--- config.mk ---
export PLATFORM = sky130hd
export DESIGN_NAME = char_lcd_nibble_writer_core
export DESIGN_NICKNAME = d
export VERILOG_FILES = /design/src/hdl/clnw_pkg.sv /design/src/hdl/clnw_front.sv /design/src/hdl/clnw_fifo.sv /design/src/hdl/clnw_back.sv /design/src/hdl/char_lcd_nibble_writer_core.sv
export SDC_FILE = /design/constraint.sdc
export NUM_CORES = 1
export LEC_CHECK = 0
export ABC_AREA = 1
export BUFFER_PORTS_ARGS = -buffer_cell sky130_fd_sc_hd__buf_2
export CAP_MARGIN = 10
export CELL_PAD_IN_SITES_DETAIL_PLACEMENT = 0
export CELL_PAD_IN_SITES_GLOBAL_PLACEMENT = 1
export CORE_MARGIN = 8
export CORE_UTILIZATION = 45
export CTS_BUF_LIST = sky130_fd_sc_hd__clkbuf_16
export DETAILED_ROUTE_END_ITERATION = 10
export GPL_ROUTABILITY_DRIVEN = 0
export PLACE_DENSITY = 0.76
export SYNTH_ARGS = -nofsm -noshare
export SYNTH_HDL_FRONTEND = slang
export SYNTH_SLANG_ARGS = --single-unit
--- constraint.sdc ---
create_clock -name i_clk -period 2.7 [get_ports i_clk]
set_input_delay 0 -clock i_clk [delete_from_list [all_inputs] [get_ports i_clk]]
set_output_delay 0 -clock i_clk [all_outputs]
set_load 0.005 [all_outputs]
--- src/hdl/clnw_pkg.sv ---
// clnw_pkg: shared types, op codes, init sequence and glyph table for the
// character lcd nibble writer; no dependencies
package clnw_pkg;

    // op codes of an input item
    localparam logic [2:0] OP_INIT      = 3'd0;
    localparam logic [2:0] OP_COMMAND   = 3'd1;
    localparam logic [2:0] OP_CHAR      = 3'd2;
    localparam logic [2:0] OP_DISP_ADDR = 3'd3;
    localparam logic [2:0] OP_GLYPH_ADR = 3'd4;

    // register select values
    localparam logic RS_INSTR = 1'b0;
    localparam logic RS_DATA  = 1'b1;

    // command prefixes and masks
    localparam logic [7:0] CMD_DISP_ADDR  = 8'h80;
    localparam logic [7:0] CMD_GLYPH_ADDR = 8'h40;
    localparam logic [7:0] DISP_ADDR_MASK = 8'h7f;
    localparam logic [7:0] GLYPH_ADR_MASK = 8'h3f;
    localparam logic [7:0] GLYPH_FIRST    = 8'd192;

    // reset value of the function-set register
    localparam logic [7:0] FUNC_SET_RESET = 8'h28;

    // init sequence
    localparam int         INIT_LEN  = 9;
    localparam int         IDX_W     = $clog2(INIT_LEN);
    localparam logic [IDX_W-1:0] INIT_LAST = IDX_W'(INIT_LEN - 1);

    // queue between front and back
    localparam int Q_DEPTH = 4;
    localparam int Q_PTR_W = $clog2(Q_DEPTH);

    // widths of the stream payloads
    localparam int S_TDATA_W = 8;
    localparam int S_TUSER_W = 3;
    localparam int M_TDATA_W = 8;

    // one queued job: a single byte or the whole init sequence
    typedef struct packed {
        logic       init;
        logic       rs;
        logic [7:0] data;
    } t_entry;

    // remap of character codes 192..255
    localparam logic [7:0] GLYPH_MAP [64] = '{
        8'h41, 8'ha0, 8'h42, 8'ha1, 8'he0, 8'h45, 8'ha3, 8'ha4,
        8'ha5, 8'ha6, 8'h4b, 8'ha7, 8'h4d, 8'h48, 8'h4f, 8'ha8,
        8'h50, 8'h43, 8'h54, 8'ha9, 8'haa, 8'h58, 8'he1, 8'hab,
        8'hac, 8'he2, 8'had, 8'hae, 8'h62, 8'haf, 8'hb0, 8'hb1,
        8'h61, 8'hb2, 8'hb3, 8'hb4, 8'he3, 8'h65, 8'hb6, 8'hb7,
        8'hb8, 8'hb9, 8'hba, 8'hbb, 8'hbc, 8'hbd, 8'h6f, 8'hbe,
        8'h70, 8'h63, 8'hbf, 8'h79, 8'he4, 8'h78, 8'he5, 8'hc0,
        8'hc1, 8'he6, 8'hc2, 8'hc3, 8'hc4, 8'hc5, 8'hc6, 8'hc7
    };

    // byte of the power-up sequence at a given step
    function automatic logic [7:0] init_byte(input logic [IDX_W-1:0] idx,
                                             input logic [7:0] func_set);
        logic [7:0] b;
        unique case (idx)
            4'd0:    b = 8'h30;
            4'd1:    b = 8'h30;
            4'd2:    b = 8'h32;
            4'd3:    b = func_set;
            4'd4:    b = 8'h08;
            4'd5:    b = 8'h0f;
            4'd6:    b = 8'h01;
            4'd7:    b = 8'h04;
            4'd8:    b = 8'h80;
            default: b = 8'h80;
        endcase
        return b;
    endfunction

endpackage

--- src/hdl/clnw_front.sv ---
// clnw_front: decodes input items into queue jobs, remaps characters and
// builds address commands; depends on clnw_pkg
module clnw_front (
    input  logic                     i_valid,
    input  logic [2:0]               i_op,
    input  logic [7:0]               i_value,
    output logic                     o_push,
    output clnw_pkg::t_entry         o_entry
);

    // classify the op and form the byte to send
    always_comb begin
        o_push       = i_valid;
        o_entry.init = 1'b0;
        o_entry.rs   = clnw_pkg::RS_INSTR;
        o_entry.data = i_value;
        unique case (i_op)
            clnw_pkg::OP_INIT: begin
                o_entry.init = 1'b1;
            end
            clnw_pkg::OP_COMMAND: begin
                o_entry.data = i_value;
            end
            clnw_pkg::OP_CHAR: begin
                o_entry.rs = clnw_pkg::RS_DATA;
                if (i_value >= clnw_pkg::GLYPH_FIRST) begin
                    o_entry.data = clnw_pkg::GLYPH_MAP[i_value[5:0]];
                end
            end
            clnw_pkg::OP_DISP_ADDR: begin
                o_entry.data = clnw_pkg::CMD_DISP_ADDR | (i_value & clnw_pkg::DISP_ADDR_MASK);
            end
            clnw_pkg::OP_GLYPH_ADR: begin
                o_entry.data = clnw_pkg::CMD_GLYPH_ADDR | (i_value & clnw_pkg::GLYPH_ADR_MASK);
            end
            default: begin
                // unknown op: item is consumed with no output
                o_push = 1'b0;
            end
        endcase
    end

endmodule

--- src/hdl/clnw_fifo.sv ---
// clnw_fifo: small job queue between the front decoder and the back
// serializer; depends on clnw_pkg
module clnw_fifo (
    input  logic                 i_clk,
    input  logic                 i_rst_n,
    input  logic                 i_push,
    input  clnw_pkg::t_entry     i_entry,
    output logic                 o_full,
    input  logic                 i_pop,
    output logic                 o_valid,
    output clnw_pkg::t_entry     o_entry
);

    clnw_pkg::t_entry                r_mem [clnw_pkg::Q_DEPTH];
    logic [clnw_pkg::Q_PTR_W-1:0]    r_wr_ptr, n_wr_ptr;
    logic [clnw_pkg::Q_PTR_W-1:0]    r_rd_ptr, n_rd_ptr;
    logic [clnw_pkg::Q_PTR_W:0]      r_count, n_count;
    logic                            do_push, do_pop;

    assign o_full  = (r_count == (clnw_pkg::Q_PTR_W+1)'(clnw_pkg::Q_DEPTH));
    assign o_valid = (r_count != '0);
    assign o_entry = r_mem[r_rd_ptr];
    assign do_push = i_push && !o_full;
    assign do_pop  = i_pop && o_valid;

    // pointer and count update
    always_comb begin
        n_wr_ptr = do_push ? r_wr_ptr + 1'b1 : r_wr_ptr;
        n_rd_ptr = do_pop  ? r_rd_ptr + 1'b1 : r_rd_ptr;
        n_count  = r_count;
        if (do_push && !do_pop) begin
            n_count = r_count + 1'b1;
        end else if (do_pop && !do_push) begin
            n_count = r_count - 1'b1;
        end
    end

    always_ff @(posedge i_clk) begin
        if (!i_rst_n) begin
            r_wr_ptr <= '0;
            r_rd_ptr <= '0;
            r_count  <= '0;
        end else begin
            r_wr_ptr <= n_wr_ptr;
            r_rd_ptr <= n_rd_ptr;
            r_count  <= n_count;
        end
    end

    // storage
    always_ff @(posedge i_clk) begin
        if (do_push) begin
            r_mem[r_wr_ptr] <= i_entry;
        end
    end

endmodule

--- src/hdl/clnw_back.sv ---
// clnw_back: takes jobs from the queue and sends them as nibbles, high first,
// through an output register; depends on clnw_pkg
module clnw_back (
    input  logic                 i_clk,
    input  logic                 i_rst_n,
    input  logic [7:0]           i_function_set,
    input  logic                 i_q_valid,
    input  clnw_pkg::t_entry     i_q_entry,
    output logic                 o_q_pop,
    output logic                 o_valid,
    input  logic                 i_ready,
    output logic                 o_rs,
    output logic [3:0]           o_nibble,
    output logic                 o_last
);

    logic                          r_cur_valid;
    clnw_pkg::t_entry              r_cur;
    logic [clnw_pkg::IDX_W-1:0]    r_idx;
    logic                          r_lo;
    logic                          r_out_valid;
    logic                          r_out_rs;
    logic [3:0]                    r_out_nib;
    logic                          r_out_last;

    logic [7:0] cur_byte;
    logic       cur_last;
    logic       advance;

    // byte and last flag of the current nibble
    always_comb begin
        cur_byte = r_cur.init ? clnw_pkg::init_byte(r_idx, i_function_set) : r_cur.data;
        cur_last = r_lo && (!r_cur.init || (r_idx == clnw_pkg::INIT_LAST));
        advance  = r_cur_valid && (!r_out_valid || i_ready);
        o_q_pop  = !r_cur_valid || (advance && cur_last);
    end

    // job register and step counters
    always_ff @(posedge i_clk) begin
        if (!i_rst_n) begin
            r_cur_valid <= 1'b0;
            r_idx       <= '0;
            r_lo        <= 1'b0;
        end else begin
            if (o_q_pop) begin
                r_cur_valid <= i_q_valid;
                r_idx       <= '0;
                r_lo        <= 1'b0;
            end else if (advance) begin
                r_lo <= !r_lo;
                if (r_lo) begin
                    r_idx <= r_idx + 1'b1;
                end
            end
        end
    end

    always_ff @(posedge i_clk) begin
        if (o_q_pop) begin
            r_cur <= i_q_entry;
        end
    end

    // output register
    always_ff @(posedge i_clk) begin
        if (!i_rst_n) begin
            r_out_valid <= 1'b0;
        end else if (advance) begin
            r_out_valid <= 1'b1;
        end else if (i_ready) begin
            r_out_valid <= 1'b0;
        end
    end

    always_ff @(posedge i_clk) begin
        if (advance) begin
            r_out_rs   <= r_cur.rs;
            r_out_nib  <= r_lo ? cur_byte[3:0] : cur_byte[7:4];
            r_out_last <= cur_last;
        end
    end

    assign o_valid  = r_out_valid;
    assign o_rs     = r_out_rs;
    assign o_nibble = r_out_nib;
    assign o_last   = r_out_last;

endmodule

--- src/hdl/char_lcd_nibble_writer_core.sv ---
// an accepted item passes the job queue and the job register on its way to the output register
// throughput: one nibble per cycle while the output side is ready; a byte op is two nibbles, init is 18
// input side takes one item per cycle while the 4-entry job queue has room
// reset: synchronous active low; clears queue, serializer and output valid,
// function-set register returns to 0x28
// top level of the character lcd nibble writer; depends on clnw_pkg,
// clnw_front, clnw_fifo and clnw_back
module char_lcd_nibble_writer_core (
    input  logic                              i_clk,
    input  logic                              i_rst_n,
    input  logic                              i_cfg_wen,
    input  logic [7:0]                        i_cfg_wdata,
    input  logic                              s_axis_tvalid,
    output logic                              s_axis_tready,
    input  logic [clnw_pkg::S_TDATA_W-1:0]    s_axis_tdata,  // value[7:0]
    input  logic [clnw_pkg::S_TUSER_W-1:0]    s_axis_tuser,  // op[2:0]
    output logic                              m_axis_tvalid,
    input  logic                              m_axis_tready,
    output logic [clnw_pkg::M_TDATA_W-1:0]    m_axis_tdata,  // nibble[3:0], zero pad
    output logic                              m_axis_tuser,  // reg_select[0]
    output logic                              m_axis_tlast
);

    logic                 r_function_set_vld;
    logic [7:0]           r_function_set;
    logic                 front_push;
    clnw_pkg::t_entry     front_entry;
    logic                 q_full;
    logic                 q_valid;
    logic                 q_pop;
    clnw_pkg::t_entry     q_entry;
    logic [3:0]           out_nib;

    // configuration register
    always_ff @(posedge i_clk) begin
        if (!i_rst_n) begin
            r_function_set     <= clnw_pkg::FUNC_SET_RESET;
            r_function_set_vld <= 1'b0;
        end else begin
            r_function_set_vld <= 1'b1;
            if (i_cfg_wen) begin
                r_function_set <= i_cfg_wdata;
            end
        end
    end

    assign s_axis_tready = !q_full;

    // decode
    clnw_front u_front (
        .i_valid (s_axis_tvalid && s_axis_tready),
        .i_op    (s_axis_tuser),
        .i_value (s_axis_tdata),
        .o_push  (front_push),
        .o_entry (front_entry)
    );

    // job queue
    clnw_fifo u_fifo (
        .i_clk   (i_clk),
        .i_rst_n (i_rst_n),
        .i_push  (front_push),
        .i_entry (front_entry),
        .o_full  (q_full),
        .i_pop   (q_pop),
        .o_valid (q_valid),
        .o_entry (q_entry)
    );

    // serializer
    clnw_back u_back (
        .i_clk          (i_clk),
        .i_rst_n        (i_rst_n),
        .i_function_set (r_function_set),
        .i_q_valid      (q_valid),
        .i_q_entry      (q_entry),
        .o_q_pop        (q_pop),
        .o_valid        (m_axis_tvalid),
        .i_ready        (m_axis_tready),
        .o_rs           (m_axis_tuser),
        .o_nibble       (out_nib),
        .o_last         (m_axis_tlast)
    );

    assign m_axis_tdata = {{(clnw_pkg::M_TDATA_W-4){1'b0}}, out_nib};

`ifndef SYNTHESIS
    // a full queue is never empty
    a_full_not_empty: assert property (@(posedge i_clk) disable iff (!i_rst_n)
        !s_axis_tready |-> q_valid)
        else $error("queue full while empty");

    // the queue is pushed only for an accepted item
    a_push_only_valid: assert property (@(posedge i_clk) disable iff (!i_rst_n)
        front_push |-> (s_axis_tvalid && s_axis_tready))
        else $error("queue push without accepted item");

    // function-set register reloads its reset value
    a_cfg_reset: assert property (@(posedge i_clk)
        (r_function_set_vld == 1'b0 && $past(!i_rst_n)) |->
            r_function_set == clnw_pkg::FUNC_SET_RESET)
        else $error("function-set reset value wrong");
`endif

endmodule

# --- After elaboration in Yosys (flattened, before gate mapping) ---
# Memories as Yosys holds them, arrays and structs flattened. A register that Yosys moved wholly into a read port is not among the register bits.
# Index checks and enable logic that the tools add are counted.
op_classes:
  n_eq_ne: 13
  reduce_logical: 27
  muxes: 16
  mul: 0
  shift: 0
  div: 0
  add_sub_neg: 5
  n_lt_le_gt_ge: 2
  bitwise_logic: 2
ops:
  columns: ["cell", "count"]
  rows:
  - ["case mux 8 bit (7 select lines)", 1]
  - ["two-way mux 8 bit", 4]
  - ["case mux 8 bit (3 select lines)", 1]
  - ["== test 4 x 3 -> 1 bit, second input constant", 4]
  - ["== test 4 x 2 -> 1 bit, second input constant", 2]
  - ["greater-or-equal comparator 8 bit, second input constant", 1]
  - ["logical AND 1 bit", 8]
  - ["greater-or-equal comparator 7 bit, second input constant", 1]
  - ["zero test 1 bit", 7]
  - ["two-way mux 1 bit", 7]
  - ["inverter 6 -> 7 bit", 1]
  - ["== test 3 x 2 -> 1 bit, second input constant", 2]
  - ["== test 3 bit, second input constant", 2]
  - ["two-way mux 3 bit", 2]
  - ["OR reduction 5 bit", 1]
  - ["adder 2 x 1 -> 2 bit, second input constant", 2]
  - ["adder 4 x 1 -> 4 bit, second input constant", 1]
  - ["== test 4 x 1 -> 1 bit, second input constant", 1]
  - ["== test 4 bit, second input constant", 1]
  - ["zero test 4 bit", 1]
  - ["two-way mux 4 bit", 1]
  - ["nonzero test 2 bit", 2]
  - ["OR reduction 2 bit", 2]
  - ["adder 3 x 1 -> 3 bit, second input constant", 1]
  - ["other kinds (7)", 9]
totals:
  mem_bits_rw: 40
  romBits: 512
  word_cells: 78
  ff_bits: 28
  input_bits: 24
  latch_bits: 0
  mem_count: 2
memory_table:
  columns: ["memory", "words", "word_bits", "rd", "rd_ports_with_merged_regs", "wr", "line_no", "text"]
  rows:
  - ["(no name shown)", 64, 8, 1, 0, 0, "clnw_front.sv:27", "o_entry.data = clnw_pkg::GLYPH_MAP[i_value[5:0]];"]
  - ["u_fifo.r_mem", 4, 10, 1, 1, 1, "clnw_fifo.sv:14", "clnw_pkg::t_entry r_mem [clnw_pkg::Q_DEPTH];"]

# --- Longest topological paths before layout ---
logic_depth:
  ltp_word: 9
  ltp_mapped: 14
  mapped_depth_nobuf: 14

# --- Modules after synthesis ---
# From an unflattened synthesis, not the netlist that was laid out.
hier_totals:
  hier_cells: 541
  hier_area_um2: 4453.0
modules_own_cells:
  columns: ["mod", "cells_each", "area_each_um2", "seq_area_each_um2", "instances"]
  rows:
  - ["clnw_fifo", 166, 1985.7, 1381.3, 1]
  - ["clnw_back", 128, 1144.8, 620.6, 1]
  - ["clnw_front", 192, 959.7, 0.0, 1]
  - ["char_lcd_nibble_writer_core", 55, 362.8, 160.2, 1]

# --- Worst setup path after synthesis ---
# No wires, ideal clock.
synth_timing:
  path_kind: "reg-to-reg"
  from: "register u_back.r_idx[0] (netlist name)"
  to: "register u_fifo.r_count[2] (netlist name)"
  arrival_ns: 2.194
  n_path_buf: 0
  period_less_slack_ns: 2.317
  required_ns: 2.578
  stages_incl_launch_ff: 15
  slack_ns: 0.383
  path_cell_list: "dfxtp_1 > inv_1 > ha_1 > nand3_1 > nand2_1 > nand3_2 > nand2_1 > nand2_2 > ha_1 > inv_1 > fa_1 > a21oi_1 > o21ai_0 > o21ai_0 > a21oi_1"
synth_between:
  elab_chain_cells: 9
synth_lines:
  columns: ["element", "line_no", "text"]
  rows:
  - ["start, declared", "clnw_back.sv:19", "logic [clnw_pkg::IDX_W-1:0] r_idx;"]
  - ["start signal, assigned", "clnw_back.sv:52", "r_idx <= r_idx + 1'b1;"]
  - ["== test 4 bit *", "clnw_back.sv:33", "cur_last = r_lo && (!r_cur.init || (r_idx == clnw_pkg::INIT_LAST));"]
  - ["logical OR 1 bit *", "clnw_back.sv:33", null]
  - ["logical AND 1 bit *", "clnw_back.sv:33", null]
  - ["logical AND 1 bit *", "clnw_back.sv:35", "o_q_pop = !r_cur_valid || (advance && cur_last);"]
  - ["logical OR 1 bit *", "clnw_back.sv:35", null]
  - ["via q_pop", "char_lcd_nibble_writer_core.sv:30", "logic q_pop;"]
  - ["logical AND 1 bit *", "clnw_fifo.sv:24", "assign do_pop = i_pop && o_valid;"]
  - ["zero test 1 bit", "clnw_fifo.sv:31", "if (do_push && !do_pop) begin"]
  - ["logical AND 1 bit", "clnw_fifo.sv:31", null]
  - ["two-way mux 3 bit or nonzero test 2 bit (tied branches)", null, null]
  - ["end signal, assigned", "clnw_fifo.sv:46", "r_count <= n_count;"]
  - ["end, declared", "clnw_fifo.sv:17", "logic [clnw_pkg::Q_PTR_W:0] r_count, n_count;"]
# Mark *: on every way through the listed nets, which the timed path passes. The rest lies on a longest branch.
# A chain may end at the register's enable or synchronous reset.

# --- Worst setup path in the final report ---
# Same ends and word-level chain as after synthesis.

==> flow_summary.toml <==
[status]
status = "complete, no violations"

[placement]
hpwl_um = 6681
portBuffers = 31
placed_area_um2 = 4379
place_inst = 612
pre_cts_ws_ns = 0.4170

[layout]
final_core_util_pct = 52.97
drive_gt1_share_pct = 11.70
fillerInstances = 855
fin_area_um2 = 4825
fin_cells = 641
multi_input_area_um2 = 1727
fin_nets = 567
area_growth_pct = 16.14
antenna_cells = 0
ff_latch_area_um2 = 2122

[power]
powerDensity_nw_per_um2 = 812.7
power_frac_comb_pct = 24.3
ir_worst_vdd_mv = 0.3100
p_clk_share_pct = 32.2
p_sw_uw = 1194
p_seq_share_pct = 43.6
p_leak_uw = 0.001981
p_sw_share_pct = 30.45
internal_power_uw = 2727

[clock_tree]
numCtsBuffers = 9
cts_tree = "yes"
cts_root_buf = "clkbuf_16"
cts_buffer_depth = 2
clkLatencyLatePin_ns = 0.33
path_clk_slew_ns = 0.06
cts_resized = 0
cts.sinks = 78
h-tree-depth = 3

[hold_path]
hp-class = "input pin to flop"

[sta]
setup_ws_ns = 0.4100
min_period_ns = 2.290
hold_violations = 0
final.setup.tns_ns = 0
max_slew_margin_pct = 58.74
max_freq_mhz = 436.7
worst_pin_slew_ns = 0.6182
fin_crit_sh_pct = 84.81
report.final.slew_viol_count = 0
finalSetupViolCount = 0
skew_ns = 0.01512
rsz0062_at_grt = "no"

[setup_path]
cp_max_fo = 4
arrival_ns = 2.50
ff2ff_path_depth = 14
crit_path_start_kind = "flop"
r2r-end = "u_fifo.r_count[2]"
crit_type = "flop to flop"
ff2ff_setup_slack_ns = 0.41
regToRegStartpoint = "u_back.r_idx[0]"
endpoint = "u_fifo.r_count[2]"
crit_path_end_kind = "flop"
cp-startpoint = "u_back.r_idx[0]"
crit_required_ns = 2.91

[floorplanning]
io_pins = 36
die_w_um = 112.1
core_um2 = 9109
initial_core_util_pct = 45.60
dieArea_um2 = 12560
row_count = 35
die_h_um = 112.1

[route]
vias_per_cell = 5.304
dr.pass1.iters = 4
drt_iter0_markers = 169
vias = 3400
drc = 0
routed_wl_um = 9284
postRouteAntennaNets = 0
wl_per_cell_um = 14.48

[logic_synthesis]
synth_top_area_cell = "edfxtp_1"
synth_async_sr_flop_share_pct = 0
synthCells = 483
synth.area.mux_share_pct = 0
yosysMostFrequentCell = "nand2_1"
yosysTopAreaCellShare_pct = 40.48
ys_ff_latch = 78
synth-xor-area-share_pct = 0.4217
synth_compound_area_share_pct = 14.91
synthTopCellsByArea = "edfxtp_1 (40%), dfxtp_1 (11%), nand2_1 (7.5%)"
synthAdderAreaFrac_pct = 5.602
synthesis.area_um2 = 4154
ys_seq_area_share_pct = 51.08
synth_warnings = 0
synth_top_family_by_area = "simple AND/OR/NAND/NOR gates"
avgSynthCellArea_um2 = 8.600
synth_edf_count = 56
synthSimpleGateAreaFrac_pct = 20.27
synthDistinctLibCells = 40
synth-main-ff-cell = "edfxtp_1"
synth_common_cells = "nand2_1 (83), nor2_1 (75), edfxtp_1 (56), inv_1 (48), o21ai_0 (48)"

[job]
maxCapViolCount = 0

[global_routing]
grt_pass1_wl_um = 15110
antenna_found_initial = 0
grt_pass1_vias = 3233
grt_usage_pct = 14.78
gr-total-overflow = 0
grt_max_degree = 23
[timing repair]
action	4_1_cts	5_1_grt
buffers inserted	0	0
hold buffers	13	0
hold endpoints to repair	9	0
endpoints found under the setup margin	0	0
[kinds of logic after synthesis]
| logic type | count (synthesis) |
|---|---|
| adders and majority gates | 18 |
| DFF | 78 |
| other | 1 |
| xor gates and xnor gates | 2 |
| and+or+nand+nor | 202 |
| buffers and inverters | 73 |
| AOI/OAI and AO/OA | 109 |
[worst min path at each step]
stage | cells past startpoint | from | to
2_1_floorplan | 2 | i_cfg_wdata[5] | r_function_set[5]
3_3_place_gp | 3 | i_cfg_wdata[3] | r_function_set[3]
3_5_place_dp | 3 | i_cfg_wdata[3] | r_function_set[3]
4_1_cts | 2 | s_axis_tuser[2] | u_fifo.r_mem[0][9]
5_1_grt | 2 | s_axis_tuser[2] | u_fifo.r_mem[3][9]
6_report | 2 | s_axis_tuser[2] | u_fifo.r_mem[0][9]
[stage by stage]
| step | total power [uW] | hold WS (ns) |
|---|---|---|
| 2_1_floorplan | 2373 | 0.1263 |
| 4_1_cts | 3954 | 0.004157 |
| 5_1_grt | 4142 | 0.01197 |
| 6_report | 3921 | 0.01181 |
| 3_3_place_gp | 2649 | 0.2114 |
| 3_5_place_dp | 2674 | 0.2210 |
[routing by layer]
| layer | up-vias | routed length, um | track usage, % |
|---|---|---|---|
| li1 | 1714 | - | - |
| met1 | 1572 | 3945 | 16.79 |
| met2 | 89 | 4695 | 25.53 |
| met3 | 25 | 347 | 2.791 |
| met4 | 0 | 296 | 8.543 |
| met5 | - | 0 | 0 |
[placed cells by master (no fill, tap or decap), types with 5 or more instances in the layout]
master          n
o21ai_0        48
o211ai_1        5
dfxtp_1        22
inv_1          49
clkbuf_16       9
buf_2          31
buf_4           6
nand2_1        83
nand3_1        26
o22ai_1        14
dlygate4sd3_1  13
nor3_1          7
ha_1           17
nor2_1         75
edfxtp_1       56
a31oi_1         5
a21oi_1        26
[power by group through the flow]
stage	clock (uW)	sequential, uW	combinational (uW)
floorplan	0	1680	689
global placement	0	1720	925
detailed placement	0	1730	942
CTS	1280	1710	961
global route	1330	1730	1080
finish	1260	1710	951
[sequential cells by signal, indices dropped and copies added (netlist names), 2 cells and up]
register         cells
u_fifo.r_rd_ptr      2
u_back.o_nibble      4
r_function_set       8
u_fifo.r_mem        40
u_fifo.r_wr_ptr      2
u_back.r_idx         4
u_back.r_cur        10
u_fifo.r_count       3
[critical path: stages, from the launching register on]
cell     delay [ns]
dfxtp_1        0.37
inv_1          0.10
ha_1           0.22
nand3_1        0.11
nand2_1        0.08
nand3_2        0.07
nand2_1        0.08
nand2_2        0.09
ha_1           0.14
inv_1          0.07
fa_1           0.38
a21oi_1        0.14
o21ai_0        0.11
o21ai_0        0.15
a21oi_1        0.05
[area by class of cell]
type                    count  share of cell area, %
repair buffers             50                  6.846
inverters                  51                  3.968
clock inverters             7                  1.867
well taps                 111                  2.879
multi-input cells         335                  35.79
flip-flops and latches     78                  43.98
clock buffers               9                  4.668
No activity file was read; power rests on OpenSTA's default activity.
